==> config.mk <==
export PLATFORM = sky130hd
export DESIGN_NAME = battery_voltage_averager
export DESIGN_NICKNAME = d
export VERILOG_FILES = /design/src/rtl/core/bva_pkg.sv /design/src/rtl/core/battery_voltage_averager.sv /design/src/rtl/core/bva_history.sv /design/src/rtl/core/bva_divider.sv
export SDC_FILE = /design/constraint.sdc
export NUM_CORES = 1
export LEC_CHECK = 0
export ABC_AREA = 1
export BUFFER_PORTS_ARGS = -buffer_cell sky130_fd_sc_hd__clkbuf_2
export CORE_MARGIN = 8
export CORE_UTILIZATION = 40
export CTS_BUF_LIST = sky130_fd_sc_hd__clkbuf_2
export DETAILED_ROUTE_END_ITERATION = 6
export GPL_TIMING_DRIVEN = 1
export PLACE_DENSITY = 0.62
export REMOVE_ABC_BUFFERS = 1
export SYNTH_ARGS = -nofsm -noshare
export SYNTH_HDL_FRONTEND = slang
export SYNTH_SLANG_ARGS = --single-unit
==> constraint.sdc <==
create_clock -name i_clk -period 4.74 [get_ports i_clk]
set_input_delay 0.474 -clock i_clk [delete_from_list [all_inputs] [get_ports i_clk]]
set_output_delay 0.474 -clock i_clk [all_outputs]
set_load 0.02 [all_outputs]
==> src/rtl/core/bva_pkg.sv <==
// ----------------------------------------------------------------------------
// bva_pkg
// Shared widths, constants and types for the battery voltage averager.
// ----------------------------------------------------------------------------
package bva_pkg;

    // history ring depth, a power of two so the mean is a plain shift
    localparam int HISTORY_DEPTH = 8;
    localparam int SAMPLE_BITS   = 10;

    localparam int IDX_BITS   = $clog2(HISTORY_DEPTH);
    localparam int SUM_BITS   = SAMPLE_BITS + IDX_BITS;
    localparam int VALUE_BITS = SAMPLE_BITS + 1;
    localparam int LEVEL_BITS = 7;
    localparam int PROD_BITS  = SAMPLE_BITS + LEVEL_BITS;
    localparam int CNT_BITS   = $clog2(LEVEL_BITS);

    localparam logic [SAMPLE_BITS-1:0] SAMPLE_MAX   = {SAMPLE_BITS{1'b1}};
    localparam logic [VALUE_BITS-1:0]  PLUGGED_CODE = VALUE_BITS'(1) << SAMPLE_BITS;
    localparam logic [LEVEL_BITS-1:0]  LEVEL_MAX    = LEVEL_BITS'(100);

    // configuration register indexes
    localparam logic [2:0] REG_EMPTY    = 3'd0;
    localparam logic [2:0] REG_FULL     = 3'd1;
    localparam logic [2:0] REG_LOW      = 3'd2;
    localparam logic [2:0] REG_CRITICAL = 3'd3;
    localparam logic [2:0] REG_GLITCH   = 3'd4;

    localparam logic [SAMPLE_BITS-1:0] EMPTY_RESET    = SAMPLE_BITS'(768);
    localparam logic [SAMPLE_BITS-1:0] FULL_RESET     = SAMPLE_BITS'(880);
    localparam logic [SAMPLE_BITS-1:0] LOW_RESET      = SAMPLE_BITS'(779);
    localparam logic [SAMPLE_BITS-1:0] CRITICAL_RESET = SAMPLE_BITS'(773);
    localparam logic [SAMPLE_BITS-1:0] GLITCH_RESET   = SAMPLE_BITS'(256);

    // low status codes
    localparam logic [1:0] STATUS_OK       = 2'd0;
    localparam logic [1:0] STATUS_LOW      = 2'd1;
    localparam logic [1:0] STATUS_CRITICAL = 2'd2;

    typedef struct packed {
        logic busy;
        logic done;
    } t_div_status;

endpackage

==> src/rtl/core/battery_voltage_averager.sv <==
// ----------------------------------------------------------------------------
// battery_voltage_averager
// Eight-slot moving average of battery readings with charge level and
// low-battery status.
// ----------------------------------------------------------------------------
// Input channel: i_in_valid / o_in_stall with the reading, cable flag and
// fill request; a beat is taken when valid is high and stall is low.
// Output channel: o_out_valid / i_out_stall with filtered value, charging
// flag, level percent and low status; one result beat per input beat.
// Config channel: i_cfg_valid / o_cfg_ready, index 0..4 selects empty, full,
// low, critical and glitch levels; other indexes are dropped.
// Order: the history is updated at the accepting edge unless the cable is
// connected without a fill request, then state S_MEAN forms the mean (or
// the plugged code) and S_LEVEL compares and starts the level division. The
// divider works out one quotient bit per step and runs only when the value
// lies strictly between empty and full. The result waits in S_HOLD and goes
// from there to the output register. Input is stalled from acceptance until
// the result is handed to the output register, so a new reading is taken
// only once the last one is through.
// A stalled output holds its result; the next item may be accepted and
// worked on meanwhile, and waits before the output register until free.
// Reset clears the history, sum, index and levels to their defaults.
// ----------------------------------------------------------------------------
module battery_voltage_averager import bva_pkg::*; (
    input  logic                   i_clk,
    input  logic                   i_rst_n,
    input  logic                   i_in_valid,
    output logic                   o_in_stall,
    input  logic [SAMPLE_BITS-1:0] i_adc_sample,
    input  logic                   i_cable_connected,
    input  logic                   i_fill,
    output logic                   o_out_valid,
    input  logic                   i_out_stall,
    output logic [VALUE_BITS-1:0]  o_filtered_value,
    output logic                   o_charging,
    output logic [LEVEL_BITS-1:0]  o_level_percent,
    output logic [1:0]             o_low_status,
    input  logic                   i_cfg_valid,
    output logic                   o_cfg_ready,
    input  logic [2:0]             i_cfg_index,
    input  logic [SAMPLE_BITS-1:0] i_cfg_data
);

    typedef enum logic [2:0] {
        S_IDLE,
        S_MEAN,
        S_LEVEL,
        S_DIV,
        S_HOLD
    } t_state;

    t_state r_state, n_state;

    logic [SAMPLE_BITS-1:0] r_empty, r_full, r_low, r_critical, r_glitch;
    logic                   r_cable, n_cable;
    logic [VALUE_BITS-1:0]  r_value, n_value;
    logic [LEVEL_BITS-1:0]  r_level, n_level;
    logic [1:0]             r_status, n_status;
    logic                   r_out_valid, n_out_valid;
    logic [VALUE_BITS-1:0]  r_out_value, n_out_value;
    logic [LEVEL_BITS-1:0]  r_out_level, n_out_level;
    logic [1:0]             r_out_status, n_out_status;

    logic                   in_beat;
    logic                   out_free;
    logic                   div_start;
    logic [SAMPLE_BITS-1:0] diff;
    logic [PROD_BITS-1:0]   dividend;
    logic [SAMPLE_BITS-1:0] divisor;
    logic [SUM_BITS-1:0]    hist_sum;
    t_div_status            div_status;
    logic [LEVEL_BITS-1:0]  quotient;

    assign in_beat     = i_in_valid && !o_in_stall;
    assign o_in_stall  = (r_state != S_IDLE);
    assign o_cfg_ready = 1'b1;
    assign out_free    = !r_out_valid || !i_out_stall;

    // value lies in (empty, full) whenever the divider is started
    assign diff     = r_value[SAMPLE_BITS-1:0] - r_empty;
    assign dividend = PROD_BITS'(diff) * PROD_BITS'(LEVEL_MAX);
    assign divisor  = r_full - r_empty;

    always_ff @(posedge i_clk) begin
        if (!i_rst_n) begin
            r_empty    <= EMPTY_RESET;
            r_full     <= FULL_RESET;
            r_low      <= LOW_RESET;
            r_critical <= CRITICAL_RESET;
            r_glitch   <= GLITCH_RESET;
        end else if (i_cfg_valid && o_cfg_ready) begin
            unique case (i_cfg_index)
                REG_EMPTY:    r_empty    <= i_cfg_data;
                REG_FULL:     r_full     <= i_cfg_data;
                REG_LOW:      r_low      <= i_cfg_data;
                REG_CRITICAL: r_critical <= i_cfg_data;
                REG_GLITCH:   r_glitch   <= i_cfg_data;
                default: ;
            endcase
        end
    end

    bva_history u_history (
        .i_clk          (i_clk),
        .i_rst_n        (i_rst_n),
        .i_write        (in_beat && (i_fill || !i_cable_connected)),
        .i_fill         (i_fill),
        .i_sample       (i_adc_sample),
        .i_glitch_limit (r_glitch),
        .o_sum          (hist_sum)
    );

    bva_divider u_divider (
        .i_clk      (i_clk),
        .i_rst_n    (i_rst_n),
        .i_start    (div_start),
        .i_dividend (dividend),
        .i_divisor  (divisor),
        .o_status   (div_status),
        .o_quotient (quotient)
    );

    always_comb begin
        n_state      = r_state;
        n_cable      = r_cable;
        n_value      = r_value;
        n_level      = r_level;
        n_status     = r_status;
        n_out_valid  = r_out_valid && i_out_stall;
        n_out_value  = r_out_value;
        n_out_level  = r_out_level;
        n_out_status = r_out_status;
        div_start    = 1'b0;

        unique case (r_state)
            S_IDLE: begin
                if (in_beat) begin
                    n_cable = i_cable_connected;
                    n_state = S_MEAN;
                end
            end
            S_MEAN: begin
                n_value = r_cable ? PLUGGED_CODE
                                  : VALUE_BITS'(hist_sum / HISTORY_DEPTH);
                n_state = S_LEVEL;
            end
            S_LEVEL: begin
                if (r_value <= {1'b0, r_critical}) begin
                    n_status = STATUS_CRITICAL;
                end else if (r_value <= {1'b0, r_low}) begin
                    n_status = STATUS_LOW;
                end else begin
                    n_status = STATUS_OK;
                end
                if (r_value <= {1'b0, r_empty}) begin
                    n_level = '0;
                    n_state = S_HOLD;
                end else if (r_value >= {1'b0, r_full}) begin
                    n_level = LEVEL_MAX;
                    n_state = S_HOLD;
                end else begin
                    div_start = 1'b1;
                    n_state   = S_DIV;
                end
            end
            S_DIV: begin
                if (div_status.done) begin
                    n_level = quotient;
                    n_state = S_HOLD;
                end
            end
            S_HOLD: begin
                if (out_free) begin
                    n_out_valid  = 1'b1;
                    n_out_value  = r_value;
                    n_out_level  = r_level;
                    n_out_status = r_status;
                    n_state      = S_IDLE;
                end
            end
            default: n_state = S_IDLE;
        endcase
    end

    always_ff @(posedge i_clk) begin
        if (!i_rst_n) begin
            r_state     <= S_IDLE;
            r_out_valid <= 1'b0;
        end else begin
            r_state     <= n_state;
            r_out_valid <= n_out_valid;
        end
        r_cable      <= n_cable;
        r_value      <= n_value;
        r_level      <= n_level;
        r_status     <= n_status;
        r_out_value  <= n_out_value;
        r_out_level  <= n_out_level;
        r_out_status <= n_out_status;
    end

    assign o_out_valid      = r_out_valid;
    assign o_filtered_value = r_out_value;
    assign o_charging       = (r_out_value == PLUGGED_CODE);
    assign o_level_percent  = r_out_level;
    assign o_low_status     = r_out_status;

endmodule

==> src/rtl/core/bva_history.sv <==
// ----------------------------------------------------------------------------
// bva_history
// Sample ring with running sum; fill loads every slot, a normal beat
// replaces the oldest slot after glitch substitution.
// ----------------------------------------------------------------------------
module bva_history import bva_pkg::*; (
    input  logic                   i_clk,
    input  logic                   i_rst_n,
    input  logic                   i_write,
    input  logic                   i_fill,
    input  logic [SAMPLE_BITS-1:0] i_sample,
    input  logic [SAMPLE_BITS-1:0] i_glitch_limit,
    output logic [SUM_BITS-1:0]    o_sum
);

    logic [SAMPLE_BITS-1:0] r_hist [HISTORY_DEPTH];
    logic [IDX_BITS-1:0]    r_idx;
    logic [SUM_BITS-1:0]    r_sum;
    logic [SAMPLE_BITS-1:0] n_slot;
    logic [SUM_BITS-1:0]    n_sum;
    logic [IDX_BITS-1:0]    n_idx;

    always_comb begin
        n_slot = (i_sample < i_glitch_limit) ? SAMPLE_MAX : i_sample;
        n_sum  = r_sum - SUM_BITS'(r_hist[r_idx]) + SUM_BITS'(n_slot);
        n_idx  = (r_idx == IDX_BITS'(HISTORY_DEPTH - 1)) ? '0 : r_idx + 1'b1;
    end

    always_ff @(posedge i_clk) begin
        if (!i_rst_n) begin
            for (int k = 0; k < HISTORY_DEPTH; k++) begin
                r_hist[k] <= '0;
            end
            r_idx <= '0;
            r_sum <= '0;
        end else if (i_write) begin
            if (i_fill) begin
                for (int k = 0; k < HISTORY_DEPTH; k++) begin
                    r_hist[k] <= i_sample;
                end
                r_idx <= '0;
                r_sum <= SUM_BITS'(i_sample) * SUM_BITS'(HISTORY_DEPTH);
            end else begin
                r_hist[r_idx] <= n_slot;
                r_idx         <= n_idx;
                r_sum         <= n_sum;
            end
        end
    end

    assign o_sum = r_sum;

endmodule

==> src/rtl/core/bva_divider.sv <==
// ----------------------------------------------------------------------------
// bva_divider
// Restoring divider, one quotient bit per cycle. The quotient is known to
// fit LEVEL_BITS, so only that many steps are run.
// ----------------------------------------------------------------------------
module bva_divider import bva_pkg::*; (
    input  logic                   i_clk,
    input  logic                   i_rst_n,
    input  logic                   i_start,
    input  logic [PROD_BITS-1:0]   i_dividend,
    input  logic [SAMPLE_BITS-1:0] i_divisor,
    output t_div_status            o_status,
    output logic [LEVEL_BITS-1:0]  o_quotient
);

    logic [SAMPLE_BITS-1:0] r_rem;
    logic [LEVEL_BITS-1:0]  r_low;
    logic [SAMPLE_BITS-1:0] r_div;
    logic [CNT_BITS-1:0]    r_cnt;
    logic                   r_busy;
    logic                   r_done;
    logic [SAMPLE_BITS:0]   n_trial;
    logic                   n_ge;

    always_comb begin
        n_trial = {r_rem, r_low[LEVEL_BITS-1]};
        n_ge    = (n_trial >= {1'b0, r_div});
    end

    always_ff @(posedge i_clk) begin
        if (!i_rst_n) begin
            r_busy <= 1'b0;
            r_done <= 1'b0;
            r_cnt  <= '0;
        end else begin
            r_done <= 1'b0;
            if (i_start) begin
                r_busy <= 1'b1;
                r_cnt  <= '0;
            end else if (r_busy) begin
                r_cnt <= r_cnt + 1'b1;
                if (r_cnt == CNT_BITS'(LEVEL_BITS - 1)) begin
                    r_busy <= 1'b0;
                    r_done <= 1'b1;
                end
            end
        end
    end

    // datapath: upper dividend bits start below the divisor
    always_ff @(posedge i_clk) begin
        if (i_start) begin
            r_rem <= i_dividend[PROD_BITS-1:LEVEL_BITS];
            r_low <= i_dividend[LEVEL_BITS-1:0];
            r_div <= i_divisor;
        end else if (r_busy) begin
            r_rem <= n_ge ? SAMPLE_BITS'(n_trial - {1'b0, r_div})
                          : n_trial[SAMPLE_BITS-1:0];
            r_low <= {r_low[LEVEL_BITS-2:0], n_ge};
        end
    end

    assign o_status   = '{busy: r_busy, done: r_done};
    assign o_quotient = r_low;

endmodule

Word level (Yosys, flattened, before mapping)
Memory sizes are Yosys's and may differ from the RTL's. A register that Yosys moved wholly into a read port is not among the register bits.
Index checks and enable logic that the tools add are counted.
W data, S select, Z words.
{"block": "totals", "reg_bits": 143, "latch_bits": 0, "mem_bits_rw": 80, "rom_bits": 0, "out_inout_bits": 24, "mem_count": 1}
{"block": "classes", "addsub": 7, "n_mul": 1, "div": 0, "magnitude_cmp": 6, "eq_ne": 15, "shift": 0, "n_mux": 52, "bitwise": 10, "n_reduce_logical": 26}
{"name": "u_history.r_hist", "words": 8, "word_bits": 10, "read_ports": 1, "rd_clocked_by_memory_dff": 1, "wr": 8, "line_no": "bva_history.sv:16", "source": "logic [SAMPLE_BITS-1:0] r_hist [HISTORY_DEPTH];"}
{"operator": "$mux W10", "n": 13}
{"operator": "$mux W7", "n": 5}
{"operator": "$le A11 B10 Y1", "n": 3}
{"operator": "$mux W3", "n": 10}
{"operator": "$sub A10 B10 Y10", "n": 3}
{"operator": "$ge A11 B10 Y1", "n": 2}
{"operator": "$mux W1", "n": 20}
{"operator": "$mul A10 B5 Y15 const B", "n": 1}
{"operator": "$pmux W3 S5", "n": 1}
{"operator": "$pmux W7 S2", "n": 1}
{"operator": "$reduce_and A2 Y1", "n": 7}
{"operator": "$add A13 B10 Y13", "n": 1}
{"operator": "$mux W13", "n": 1}
{"operator": "$sub A13 B10 Y13", "n": 1}
{"operator": "$eq A3 B2 Y1 const B", "n": 4}
{"operator": "$eq A3 B3 Y1 const B", "n": 4}
{"operator": "$eq A11 B11 Y1 const B", "n": 1}
{"operator": "$mux W11", "n": 1}
{"operator": "$lt A10 B10 Y1", "n": 1}
{"operator": "$reduce_or A10 Y1", "n": 1}
{"operator": "$or A1 B1 Y1", "n": 8}
{"operator": "$add A3 B1 Y3 const B", "n": 2}
{"operator": "$eq A3 B1 Y1 const B", "n": 2}
{"operator": "$logic_not A3 Y1", "n": 2}
{"operator": "12 further kinds", "n": 22}

Depth between registers and ports, before layout
{"block": "depth", "ltp_word": 9, "mapped_depth": 22, "ltp_nobuf": 22}

By module
Synthesis repeated with hierarchy kept, for this count alone.
{"block": "hier_totals", "hier_cells": 1710, "area_unflattened_um2": 14137.3}
{"module": "bva_history", "n_inst": 1, "cells_each": 760, "area_per_inst_um2": 6153.4, "seq_area_each_um2": 2782.7}
{"module": "battery_voltage_averager", "n_inst": 1, "cells_each": 697, "area_per_inst_um2": 5930.7, "seq_area_each_um2": 2312.2}
{"module": "bva_divider", "n_inst": 1, "cells_each": 253, "area_per_inst_um2": 2053.2, "seq_area_each_um2": 910.9}

Least setup slack after synthesis
OpenSTA, ideal clock, no wires.
{"block": "synth_path", "path_type": "flip-flop to flip-flop", "startpoint": "register r_value[0]", "endpoint": "register u_divider.r_rem[7], data pin", "t_arrival_ns": 3.817, "setup_slack_ns": 0.670, "stages_incl_launch_ff": 23, "n_path_buf": 0, "period_less_slack_ns": 4.070, "path_cell_list": "edfxtp_1 inv_1 ha_1 inv_1 fa_1 nand2_1 nand2_1 nand3_1 nand2_1 xor2_1 ha_1 ha_1 inv_1 fa_1 inv_1 ha_1 a21oi_1 o21ai_0 a21oi_1 o21bai_1 xor2_1 nand2_1 nand2_1"}
{"block": "synth_between", "elab_chain_cells": 5}
{"item": "start: declaration", "line_no": "battery_voltage_averager.sv:56", "source": "logic [VALUE_BITS-1:0] r_value, n_value;"}
{"item": "start signal: assignment", "line_no": "battery_voltage_averager.sv:194", "source": "r_value <= n_value;"}
{"item": "parallel branches: the longest is 4 deep, another holds $mul A10 B5 Y15"}
{"item": "$mux W10 (*)", "line_no": "bva_divider.sv:52", "source": "if (i_start) begin"}
{"item": "end signal: assignment", "line_no": "bva_divider.sv:53", "source": "r_rem <= i_dividend[PROD_BITS-1:LEVEL_BITS];"}
{"item": "end signal: assignment", "line_no": "bva_divider.sv:57", "source": "r_rem <= n_ge ? SAMPLE_BITS'(n_trial - {1'b0, r_div})"}
{"item": "end: declaration", "line_no": "bva_divider.sv:16", "source": "logic [SAMPLE_BITS-1:0] r_rem;"}
Mark *: on every way between the ends.
A chain may end at the register's enable or synchronous reset.

Final worst setup path
Same ends and word-level chain as after synthesis.

==> impl_metrics.toml <==
[floorplan]
ioPinCount = 54
die_y_um = 198
coreArea_sq_um = 32500
dieArea_sq_um = 39100
initial_core_util_pct = 40.6
rows = 66
dieWidth_um = 198

[clock_tree]
h-tree-depth = 2
numCtsBuffers = 60
clk-insertion-delay-late_ns = 0.93
post_cts_buffers = 0
clock_sinks = 226
clk_pin_slew_ns = 0.09
cts_buffer_depth = 3
cts_tree = "built"
cts_root_buf = "clkbuf_2"

[critical_path]
crit_type = "reg2reg"
path_max_fanout = 4
worstPathArrival_ns = 5.05
ff2ff_setup_slack_ns = 0.33
startpoint_type = "flip-flop"
worstPathRequired_ns = 5.38
worstRegToRegCells = 22
end_kind = "flip-flop"

[synth]
synth-edff-count = 146
synth-seq-cells = 226
seq_area_frac_synth_pct = 45.3
synth_cell_types = 45
yosysMostFrequentCell = "nand2_1"
syn_inst = 1516
yosysTopAreaCell = "edfxtp_1"
yosys_warnings = 0
ys.flop_type = "edfxtp_1"
avgSynthCellArea_sq_um = 8.72
synth_top_area_share_pct = 33.2
syn_area_sq_um = 13200
netlist_top_cells_count = "245 x nand2_1, 238 x inv_1, 163 x o21ai_0, 146 x edfxtp_1, 138 x a21oi_1"
async_reset_ff_share_pct = 0
synth.area.top_cells = "edfxtp_1 33%, dfxtp_1 12%, ha_1 11%, nand2_1 7.0%, inv_1 6.8%"

[global_route]
antenna_found_initial = 1
grt.met2_usage_pct = 28.6
grt_util_met3_pct = 3.38
grt.busiest_layer = "met2"
grt_usage_pct = 17.9
grt_max_degree = 63
gr-total-overflow = 0
grt_util_met1_pct = 23.7
grt_pass1_vias = 10500
grt_pass1_wl_um = 55200

[power]
p_per_area_nw_per_um2 = 604
swShare_pct = 44.9
power.share.combinational_pct = 54.8
clkPwrFrac_pct = 15.7
power_switching_mw = 4.03
p_leak_nw = 6.94
power.internal_mw = 4.95
pwr-share-seq_pct = 29.5
vdd_drop_max_mv = 0.492

[routing]
wl_per_cell_um = 16.4
drtPass1Iterations = 7
vias = 10800
ant_nets = 0
drt_wl_total_um = 35100
vias_per_cell = 5.06
drt_iter0_markers = 770
drc_errors = 2

[cells_and_area]
layout.nets = 1805
area_growth_pct = 12.5
drive_gt1_share_pct = 11.4
fillCellCount = 3236
design_area_sq_um = 14900

[place]
gp_congestion = 0.883
place.port_buffers = 52
dp_hpwl_um = 25700
dp_slack_ns = 0.334
dpl_cell_area_sq_um = 14000

[timing]
fmax_ghz = 0.227
worst-slew-pin-transition_ns = 0.970
hold_ws_ns = 0.0930
hold_viol_final = 0
drv_slew = 0
fin_crit_ns = 4.41
maxSlewHeadroom_pct = 35.1
fin_setup_tns_ns = 0
finalSetupViolCount = 0
rsz0062_at_grt = "false"
timing.final.ws_setup_ns = 0.330
fin_skew_ns = 0.0993
fin_crit_sh_pct = 93.0

[job]
cap_violations = 0

[outcome]
violations = "DRC"
status = "finished, violations left"

[min_path]
min_path_type = "in2reg"
hold_depth = 3
power groups by stage:
| stage | Combinational [mW] | Sequential (mW) | Clock (mW) |
|---|---|---|---|
| floorplan | 3.70 | 2.66 | 0 |
| global placement | 4.76 | 2.69 | 0 |
| detailed placement | 4.83 | 2.69 | 0 |
| CTS | 4.89 | 2.65 | 1.46 |
| global route | 5.61 | 2.68 | 1.56 |
| finish | 4.92 | 2.65 | 1.41 |
final cells by class:
class / count / area [sq um] / share of cell area [%]
Tap cell: 442 / 553 / 3.72
Clock buffer: 94 / 470 / 3.16
Sequential cell: 226 / 5990 / 40.3
Inverter: 246 / 923 / 6.21
Antenna cell: 1 / 2.50 / 0.0168
Multi-Input combinational cell: 1004 / 6130 / 41.3
Timing Repair Buffer: 100 / 691 / 4.65
Clock inverter: 19 / 106 / 0.715
per-layer routing:
layer  vias up  wire, um
met5         -         0
met4         0      1040
met3        70      2410
met2       346     15800
met1      4959     15800
li1       5410         -
final timing paths:
| path | from | to |
|---|---|---|
| max | r_value[0] | u_divider.r_rem[7] |
| min reg2reg | r_level[3] | o_level_percent[3] |
| max reg2reg | r_value[0] | u_divider.r_rem[7] |
| min | i_adc_sample[5] | u_history.o_sum[8] |
registers in the layout (all words and copies together) (netlist names), 2 cells and up, named ones only:
register / cells
u_divider.o_quotient: 7
u_divider.r_rem: 10
r_value: 11
r_glitch: 10
u_history.r_hist: 80
u_history.o_sum: 13
u_history.r_idx: 3
u_divider.r_div: 10
u_divider.r_cnt: 3
o_level_percent: 7
o_low_status: 2
r_empty: 10
r_critical: 10
r_level: 7
r_low: 10
r_state: 3
r_status: 2
r_full: 10
o_filtered_value: 11
placed cells by master, fill, tap and decap left out, types with 3 or more instances in the layout:
cell type,count
clkinv_1,16
nor4_1,3
nand3_1,36
a211oi_1,3
nand2_2,3
a21oi_1,137
a31oi_1,3
dlygate4sd3_1,28
ha_1,119
o21ai_0,163
nand4_1,10
xor2_1,27
a22oi_1,8
inv_2,7
xnor2_1,14
a21o_1,5
clkbuf_2,146
o21bai_1,3
inv_1,238
nand2_1,245
nor2_1,133
o22ai_1,11
o211ai_1,22
dfxtp_1,80
fa_1,18
o2111ai_1,5
buf_4,20
nor3_1,7
o221ai_1,9
edfxtp_1,146
nor2_2,4
per-stage QoR:
step                utilization, %  std cells  power (mW)
finish                        45.7       2132        8.98
global route                  45.7       2132        9.86
CTS                           45.7       2131        9.00
detailed placement            43.0       1990        7.53
global placement              43.0       1990        7.45
floorplan                        -       1476        6.35
critical path, stage by stage (launching register included):
cell and delay, ns:
edfxtp_1 0.39, inv_1 0.15, ha_1 0.17, inv_1 0.06, fa_1 0.40, nand2_1 0.09, nand2_1 0.10, nand3_1 0.09
nand2_1 0.06, xor2_1 0.30, ha_1 0.30, ha_1 0.28, inv_1 0.05, fa_1 0.52, inv_1 0.04, ha_1 0.34
a21oi_1 0.16, o21ai_0 0.12, a21oi_1 0.21, o21bai_1 0.10, xor2_1 0.14, nand2_1 0.06, nand2_1 0.06
cells by family after synthesis:
family,synth area share [%]
simple gates,14.1
compound gates,15.5
buf+inv,8.32
flops,45.3
fa+ha+maj,14.0
xor+xnor,2.72
other cells,0.0284
timing repair:
| item | CTS | global route |
|---|---|---|
| resized for setup | 0 | 0 |
| endpoints found under the hold margin | 77 | 0 |
| hold buffers | 28 | 0 |
No activity file was read; power rests on OpenSTA's default activity.
